==> src/hw/rtl/lcm3_pkg.sv <==
// Shared constants, state types and interface structs for the three-operand LCM block.
package lcm3_pkg;

	localparam int unsigned OPERAND_BITS = 16;
	localparam int unsigned PAIR_BITS    = 2 * OPERAND_BITS;
	localparam int unsigned RESULT_BITS  = 3 * OPERAND_BITS;
	localparam int unsigned SHIFT_BITS   = $clog2(PAIR_BITS);

	typedef enum logic [2:0] {
		ENG_IDLE,
		ENG_GCD,
		ENG_DIV,
		ENG_MUL,
		ENG_DONE
	} eng_state_t;

	typedef enum logic [1:0] {
		TOP_IDLE,
		TOP_PAIR1,
		TOP_PAIR2,
		TOP_OUT
	} top_state_t;

	typedef struct packed {
		logic [RESULT_BITS-1:0] a;
		logic [RESULT_BITS-1:0] b;
		logic                   sub;
	} unit_req_t;

	typedef struct packed {
		logic [RESULT_BITS-1:0] sum;
		logic                   borrow;
	} unit_rsp_t;

	typedef struct packed {
		logic start;
	} eng_ctl_t;

	typedef struct packed {
		logic busy;
		logic done;
	} eng_sts_t;

endpackage

==> src/hw/rtl/lcm3_addsub.sv <==
// Shared adder/subtractor used by the GCD, division and multiply steps of the pair LCM engine.
module lcm3_addsub (
	input  lcm3_pkg::unit_req_t req,
	output lcm3_pkg::unit_rsp_t rsp
);

	logic [lcm3_pkg::RESULT_BITS:0] full;
	logic [lcm3_pkg::RESULT_BITS-1:0] b_eff;

	assign b_eff = req.sub ? ~req.b : req.b;
	assign full  = {1'b0, req.a} + {1'b0, b_eff}
		+ {{lcm3_pkg::RESULT_BITS{1'b0}}, req.sub};

	// A subtraction borrows when there is no carry out of the top bit.
	assign rsp.sum    = full[lcm3_pkg::RESULT_BITS-1:0];
	assign rsp.borrow = req.sub & ~full[lcm3_pkg::RESULT_BITS];

endmodule

==> src/hw/rtl/lcm3_engine.sv <==
// Pair LCM engine: binary GCD, restoring division and shift-add multiply on one shared unit.
module lcm3_engine (
	input  logic                                clk,
	input  logic                                arst_n,
	input  lcm3_pkg::eng_ctl_t                  ctl,
	input  logic [lcm3_pkg::PAIR_BITS-1:0]      x_in,
	input  logic [lcm3_pkg::OPERAND_BITS-1:0]   y_in,
	output lcm3_pkg::eng_sts_t                  sts,
	output logic [lcm3_pkg::RESULT_BITS-1:0]    result
);

	localparam int unsigned PW = lcm3_pkg::PAIR_BITS;
	localparam int unsigned RW = lcm3_pkg::RESULT_BITS;
	localparam int unsigned OW = lcm3_pkg::OPERAND_BITS;
	localparam int unsigned KW = lcm3_pkg::SHIFT_BITS;

	lcm3_pkg::eng_state_t state_q, state_d;
	lcm3_pkg::unit_req_t  req;
	lcm3_pkg::unit_rsp_t  rsp;

	logic [PW-1:0] x_q, y_q, xsave_q, num_q, div_q, rem_q;
	logic [KW-1:0] k_q, cnt_q;
	logic [OW-1:0] ysave_q, mult_q;
	logic [RW-1:0] acc_q, mcand_q;
	logic [PW:0]   sh;
	logic          gcd_equal, div_last;

	assign gcd_equal = (x_q == y_q);
	assign div_last  = (cnt_q == KW'(PW - 1));
	assign sh        = {rem_q, num_q[PW-1]};

	lcm3_addsub u_unit (
		.req (req),
		.rsp (rsp)
	);

	always_comb begin
		req = '0;
		case (state_q)
			lcm3_pkg::ENG_GCD: begin
				req.a   = RW'(x_q);
				req.b   = RW'(y_q);
				req.sub = 1'b1;
			end
			lcm3_pkg::ENG_DIV: begin
				req.a   = RW'(sh);
				req.b   = RW'(div_q);
				req.sub = 1'b1;
			end
			lcm3_pkg::ENG_MUL: begin
				req.a   = acc_q;
				req.b   = mcand_q;
				req.sub = 1'b0;
			end
			default: req = '0;
		endcase
	end

	// A new pair may start in the done cycle, while the previous result is still shown.
	always_comb begin
		state_d = state_q;
		unique case (state_q)
			lcm3_pkg::ENG_IDLE: if (ctl.start) state_d = lcm3_pkg::ENG_GCD;
			lcm3_pkg::ENG_GCD:  if (gcd_equal) state_d = lcm3_pkg::ENG_DIV;
			lcm3_pkg::ENG_DIV:  if (div_last) state_d = lcm3_pkg::ENG_MUL;
			lcm3_pkg::ENG_MUL:  if (mult_q == '0) state_d = lcm3_pkg::ENG_DONE;
			lcm3_pkg::ENG_DONE: state_d = ctl.start ? lcm3_pkg::ENG_GCD : lcm3_pkg::ENG_IDLE;
			default:            state_d = lcm3_pkg::ENG_IDLE;
		endcase
	end

	always_comb begin
		sts.busy = (state_q != lcm3_pkg::ENG_IDLE);
		sts.done = (state_q == lcm3_pkg::ENG_DONE);
	end

	assign result = acc_q;

	always_ff @(posedge clk or negedge arst_n) begin
		if (!arst_n) begin
			state_q <= lcm3_pkg::ENG_IDLE;
		end else begin
			state_q <= state_d;
		end
	end

	always_ff @(posedge clk) begin
		case (state_q) inside
			lcm3_pkg::ENG_IDLE, lcm3_pkg::ENG_DONE: begin
				if (ctl.start) begin
					x_q     <= x_in;
					y_q     <= PW'(y_in);
					xsave_q <= x_in;
					ysave_q <= y_in;
					k_q     <= '0;
				end
			end
			lcm3_pkg::ENG_GCD: begin
				if (gcd_equal) begin
					// The common power of two is restored before dividing.
					div_q <= x_q << k_q;
					num_q <= xsave_q;
					rem_q <= '0;
					cnt_q <= '0;
				end else if (!x_q[0] && !y_q[0]) begin
					x_q <= x_q >> 1;
					y_q <= y_q >> 1;
					k_q <= k_q + KW'(1);
				end else if (!x_q[0]) begin
					x_q <= x_q >> 1;
				end else if (!y_q[0]) begin
					y_q <= y_q >> 1;
				end else if (rsp.borrow) begin
					// Both odd and x smaller: swap so the next step subtracts.
					x_q <= y_q;
					y_q <= x_q;
				end else begin
					x_q <= rsp.sum[PW-1:0];
				end
			end
			lcm3_pkg::ENG_DIV: begin
				if (rsp.borrow) begin
					rem_q <= sh[PW-1:0];
				end else begin
					rem_q <= rsp.sum[PW-1:0];
				end
				num_q <= {num_q[PW-2:0], ~rsp.borrow};
				cnt_q <= cnt_q + KW'(1);
				if (div_last) begin
					acc_q   <= '0;
					mcand_q <= RW'({num_q[PW-2:0], ~rsp.borrow});
					mult_q  <= ysave_q;
				end
			end
			lcm3_pkg::ENG_MUL: begin
				if (mult_q != '0) begin
					if (mult_q[0]) acc_q <= rsp.sum;
					mcand_q <= mcand_q << 1;
					mult_q  <= mult_q >> 1;
				end
			end
			default: begin
			end
		endcase
	end

endmodule

==> src/hw/rtl/lcm_of_three.sv <==
// Top level of the three-operand least common multiple block.
// Each word carries three unsigned operands and yields one exact result,
// lcm(lcm(a, b), c), in 3*OPERAND_BITS bits; a zero operand gives zero
// and skips the engine, going straight to the output register once that
// is free. Otherwise the word runs twice through one pair LCM engine,
// which does all of its work on a single shared adder/subtractor: a binary
// GCD (one shift, swap or subtract per cycle), a restoring division, a
// shift-add multiply and a done state, in which the second pair already
// starts. The result then passes through a holding register to the output
// register. The input stalls while a word is in work; the finished result
// sits in an output register, so the next word is taken while it waits to
// be read.
module lcm_of_three (
	input  logic                                clk,
	input  logic                                arst_n,
	input  logic                                in_valid,
	output logic                                in_stall,
	input  logic [lcm3_pkg::OPERAND_BITS-1:0]   first_operand,
	input  logic [lcm3_pkg::OPERAND_BITS-1:0]   second_operand,
	input  logic [lcm3_pkg::OPERAND_BITS-1:0]   third_operand,
	output logic                                out_valid,
	input  logic                                out_stall,
	output logic [lcm3_pkg::RESULT_BITS-1:0]    lcm_value
);

	localparam int unsigned PW = lcm3_pkg::PAIR_BITS;
	localparam int unsigned RW = lcm3_pkg::RESULT_BITS;
	localparam int unsigned OW = lcm3_pkg::OPERAND_BITS;

	lcm3_pkg::top_state_t state_q, state_d;
	lcm3_pkg::eng_ctl_t   eng_ctl;
	lcm3_pkg::eng_sts_t   eng_sts;

	logic [PW-1:0] eng_x;
	logic [OW-1:0] eng_y, c_q;
	logic [RW-1:0] eng_result, res_q, out_q;
	logic          out_valid_q, any_zero, out_free, accept, load_out;

	assign any_zero = (first_operand == '0) || (second_operand == '0)
		|| (third_operand == '0);
	assign out_free = !out_valid_q || !out_stall;
	assign accept   = in_valid && !in_stall;

	lcm3_engine u_engine (
		.clk    (clk),
		.arst_n (arst_n),
		.ctl    (eng_ctl),
		.x_in   (eng_x),
		.y_in   (eng_y),
		.sts    (eng_sts),
		.result (eng_result)
	);

	always_comb begin
		state_d = state_q;
		unique case (state_q)
			lcm3_pkg::TOP_IDLE: begin
				if (in_valid) begin
					state_d = any_zero ? lcm3_pkg::TOP_OUT : lcm3_pkg::TOP_PAIR1;
				end
			end
			lcm3_pkg::TOP_PAIR1: if (eng_sts.done) state_d = lcm3_pkg::TOP_PAIR2;
			lcm3_pkg::TOP_PAIR2: if (eng_sts.done) state_d = lcm3_pkg::TOP_OUT;
			lcm3_pkg::TOP_OUT:   if (out_free) state_d = lcm3_pkg::TOP_IDLE;
			default:             state_d = lcm3_pkg::TOP_IDLE;
		endcase
	end

	always_comb begin
		in_stall      = 1'b1;
		eng_ctl.start = 1'b0;
		eng_x         = eng_result[PW-1:0];
		eng_y         = c_q;
		load_out      = 1'b0;
		unique case (state_q)
			lcm3_pkg::TOP_IDLE: begin
				in_stall      = 1'b0;
				eng_ctl.start = in_valid && !any_zero;
				eng_x         = PW'(first_operand);
				eng_y         = second_operand;
			end
			lcm3_pkg::TOP_PAIR1: eng_ctl.start = eng_sts.done;
			lcm3_pkg::TOP_PAIR2: begin
			end
			lcm3_pkg::TOP_OUT:   load_out = out_free;
			default: begin
			end
		endcase
	end

	always_ff @(posedge clk or negedge arst_n) begin
		if (!arst_n) begin
			state_q     <= lcm3_pkg::TOP_IDLE;
			out_valid_q <= 1'b0;
		end else begin
			state_q <= state_d;
			if (load_out) begin
				out_valid_q <= 1'b1;
			end else if (!out_stall) begin
				out_valid_q <= 1'b0;
			end
		end
	end

	always_ff @(posedge clk) begin
		if (accept) begin
			c_q   <= third_operand;
			res_q <= '0;
		end
		if (state_q == lcm3_pkg::TOP_PAIR2 && eng_sts.done) begin
			res_q <= eng_result;
		end
		if (load_out) begin
			out_q <= res_q;
		end
	end

	assign out_valid = out_valid_q;
	assign lcm_value = out_q;

endmodule

==> config.mk <==
export PLATFORM = sky130hd
export DESIGN_NAME = lcm_of_three
export DESIGN_NICKNAME = d
export VERILOG_FILES = /design/src/hw/rtl/lcm3_pkg.sv /design/src/hw/rtl/lcm3_addsub.sv /design/src/hw/rtl/lcm3_engine.sv /design/src/hw/rtl/lcm_of_three.sv
export SDC_FILE = /design/constraint.sdc
export NUM_CORES = 1
export LEC_CHECK = 0
export BUFFER_PORTS_ARGS = -buffer_cell sky130_fd_sc_hd__buf_2
export CELL_PAD_IN_SITES_DETAIL_PLACEMENT = 1
export CELL_PAD_IN_SITES_GLOBAL_PLACEMENT = 2
export CORE_MARGIN = 4
export CORE_UTILIZATION = 23
export DETAILED_ROUTE_END_ITERATION = 10
export PLACE_DENSITY = 0.6
export SETUP_SLACK_MARGIN = 0.05
export SLEW_MARGIN = 25
export SYNTH_ARGS = -nofsm -noshare
export SYNTH_HDL_FRONTEND = slang
export SYNTH_SLANG_ARGS = --single-unit
==> constraint.sdc <==
create_clock -name clk -period 19.8 [get_ports clk]
set_input_delay 0.99 -clock clk [delete_from_list [all_inputs] [get_ports clk]]
set_output_delay 0.99 -clock clk [all_outputs]
set_load 0.1 [all_outputs]
==> results_dict.tcl <==
set metrics [dict create \
    status "finished, final reports clean" \
    worst_path_dominant_cell_family "compound AO/OA/AOI/OAI gates" \
    drtIter0Drc 1516 \
    via_per_inst 4.85 \
    crit_chain "buf_4 > buf_4 > mux2i_1 > a211oi_1 > a21oi_1 > fa_1 > and2b_1 > o2111ai_2 > a2111oi_4 > o211ai_2 > a21oi_2 > nor2_2 > a21oi_4 > buf_4 > a211oi_1 > or2_1 > buf_4" \
    cap_violations 0 \
    clkSinkCount 448 \
    port_buffers 101 \
    drt-wirelength-per-cell_um 23.1 \
    postRouteAntennaNets 0 \
    antenna_found_initial 5 \
    synth_top_cell_by_area "edfxtp_1" \
    fin_nets 2567 \
    worst_slew_pin_slew_ns 1.02 \
    r2r_slack_ns 13.29 \
    multi_input_area_um2 10800 \
    r2r_end "u_engine.y_q[25]$_SDFFCE_PN0P_" \
    synth-main-ff-cell "edfxtp_1" \
    path_buf_inv 4 \
    place_hpwl_um 66000 \
    die_area_um2 114000 \
    clkLatencyLatePin_ns 0.64 \
    fin_skew_ns 0.0389 \
    rr_worst_depth 17 \
    cp_common_cell "buf_4" \
    setup_viol 0 \
    netlist_top_cells_area "edfxtp_1 (53%), nand2_1 (6.8%), a21oi_1 (3.6%), mux2_2 (3.2%), nor2_1 (3.1%)" \
    place.gp.congestion 0.861 \
    fin_crit_sh_pct 32.9 \
    critPathMaxStageDelay_ns 0.86 \
    cts_buffers 51 \
    syn_inst 2426 \
    start_kind "flip-flop" \
    grt_pass1_vias 19300 \
    track_usage_pct 15.5 \
    ys_types 81 \
    synth-edff-count 442 \
    h-tree-depth 2 \
    rsz0062_at_grt "false" \
    cpMaxStageDelayCell "dfrtp_4" \
    worstPathRequired_ns 20.13 \
    drive_gt1_share_pct 14.2 \
    worstSetupPathType "reg -> reg" \
    die_y_um 338 \
    synth-seq-cells 448 \
    seqCellArea_um2 13400 \
    final-max-slew-violation-count 0 \
    rows 120 \
    vias 18900 \
    ys_top_cells_by_count "nand2_1 (452), edfxtp_1 (442), nor2_1 (210)" \
    start_util_pct 23.3 \
    layout_min_cycle_time_ns 6.51 \
    fin_tns_setup_ns 0 \
    cts_tree "done" \
    drt-total-wl_um 90400 \
    yosysMostFrequentCell "nand2_1" \
    core_area_um2 108000 \
    cts_root_buf "clkbuf_16" \
    timing.slew.headroom_pct 32.0 \
    netlist_area_um2 25000 \
    max-clock-path-buffers 3 \
    area_delta_synth_final_pct 15.4 \
    grt_first_pass_wirelength_um 133000 \
    fmax_mhz 154 \
    yosysWarnings 0 \
    cts_hold_buf 0 \
    r2r-start "u_engine.state_q[1]$_DFFE_PN0P_" \
    gr-total-overflow 0 \
    hold_path.class "in -> async" \
    cp.arrival_ns 6.84 \
    seq_area_frac_synth_pct 53.6 \
    synth.net_count 2535 \
    cts_setup_buffers 0 \
    grt_max_degree 83 \
    end_kind "flip-flop" \
    cts_resized 0 \
    finalHoldViolCount 0 \
    drt_pass1_iterations 5 \
    ios 102 \
    synth_area_per_cell_um2 10.3 \
    async_reset_ff_share_pct 1.34 \
    drc 0 \
    nFillCells 12100 \
    clk_pin_slew_ns 0.07 \
    chipWidth_um 338 \
    critPathMaxFanout 59 \
    synth_top_area_share_pct 53.0 \
]
## flip-flops by register name, indices dropped and copies added, names as in the netlist, 16 cells and up
register,flops
c_q,16
lcm_value,48
res_q,48
u_engine.div_q,32
u_engine.mcand_q,48
u_engine.mult_q,16
u_engine.num_q,32
u_engine.rem_q,32
u_engine.result,48
u_engine.x_q,32
u_engine.xsave_q,32
u_engine.y_q,32
u_engine.ysave_q,16
## kinds of logic after synthesis
kind of cell               after synthesis  share of synthesized area [%]
buffers and inverters                  217                           3.46
AOI/OAI and AO/OA                      502                           12.5
and+or+nand+nor                        969                           17.7
DFF                                    448                           53.6
adders and majority gates               57                           2.88
muxes                                  161                           7.35
xor gates and xnor gates                72                           2.52
## worst register-to-register path, cell delays in order, from the launching register on
cell	delay, ns
dfrtp_4	0.86
buf_4	0.62
buf_4	0.62
mux2i_1	0.15
a211oi_1	0.51
a21oi_1	0.20
fa_1	0.48
and2b_1	0.25
o2111ai_2	0.19
a2111oi_4	0.55
o211ai_2	0.19
a21oi_2	0.20
nor2_2	0.08
a21oi_4	0.12
buf_4	0.43
a211oi_1	0.20
or2_1	0.25
buf_4	0.27
## final cells by class
class	instances	area share, %
Antenna cell	2	0.0173
Clock buffer	55	4.47
Clock inverter	38	1.94
Inverter	58	0.754
Multi-Input combinational cell	1761	37.5
Sequential cell	448	46.5
Tap cell	1403	6.08
Timing Repair Buffer	138	2.72
## per-layer routing
metal	track usage (%)	vias to the layer above	routed length (um)
met5	0	-	0
met4	4.10	0	2190
met3	2.52	92	5010
met2	24.1	480	39800
met1	22.4	9577	43300
li1	-	8774	-
## metrics by stage
step | setup WS (ns) | utilization, % | area, um2 | hold slack (ns) | instances
after floorplan | 9.81 | - | 25000 | 0.400 | 2426
after global placement | 13.30 | 25.1 | 27000 | 0.401 | 3808
after detailed placement | 13.29 | 25.1 | 27000 | 0.406 | 3808
after CTS | 13.26 | 26.9 | 28900 | 0.152 | 3901
after global routing | 12.90 | 26.9 | 28900 | 0.176 | 3901
final | 13.29 | 26.9 | 28900 | 0.192 | 3903
## worst max path at each step
stage | startpoint | to | slack (ns) | cells after the start
floorplan | u_engine.state_q[0]$_DFFE_PN0P_ | u_engine.result[0]$_SDFFCE_PN0P_ | 9.81 | 5
global placement | u_engine.state_q[1]$_DFFE_PN0P_ | u_engine.y_q[23]$_SDFFCE_PN0P_ | 13.30 | 17
detailed placement | u_engine.state_q[1]$_DFFE_PN0P_ | u_engine.y_q[24]$_SDFFCE_PN0P_ | 13.29 | 17
CTS | u_engine.state_q[1]$_DFFE_PN0P_ | u_engine.y_q[25]$_SDFFCE_PN0P_ | 13.26 | 17
global route | u_engine.state_q[1]$_DFFE_PN0P_ | u_engine.y_q[25]$_SDFFCE_PN0P_ | 12.90 | 17
finish | u_engine.state_q[1]$_DFFE_PN0P_ | u_engine.y_q[25]$_SDFFCE_PN0P_ | 13.29 | 17
## layout by cell type (no fill, tap or decap), types with 7 or more instances in the layout
cell type and instances:
nand2_1 452, edfxtp_1 442, nor2_1 204, a21oi_1 179
and2_1 103, buf_2 101, o21ai_0 88, mux2i_1 78
mux2_2 72, ha_1 55, inv_1 53, clkbuf_16 51
a31oi_1 47, xnor2_1 44, buf_4 36, nor3b_1 35
o21ai_1 32, nor2b_1 28, xor2_1 28, and3_1 26
a22o_1 25, nand3_1 24, a21o_1 22, nor4_1 22
nand4_1 19, a211oi_1 18, nand2b_1 12, nor3_1 12
mux4_2 11, bufinv_16 11, clkinvlp_4 10, o22ai_1 9
clkinv_1 8, o21a_1 8, o21bai_1 8, o211ai_1 7
Power is left out: the tool's default activity adds up to more than one toggle a clock period on the data nets, which glitch-free logic cannot reach.
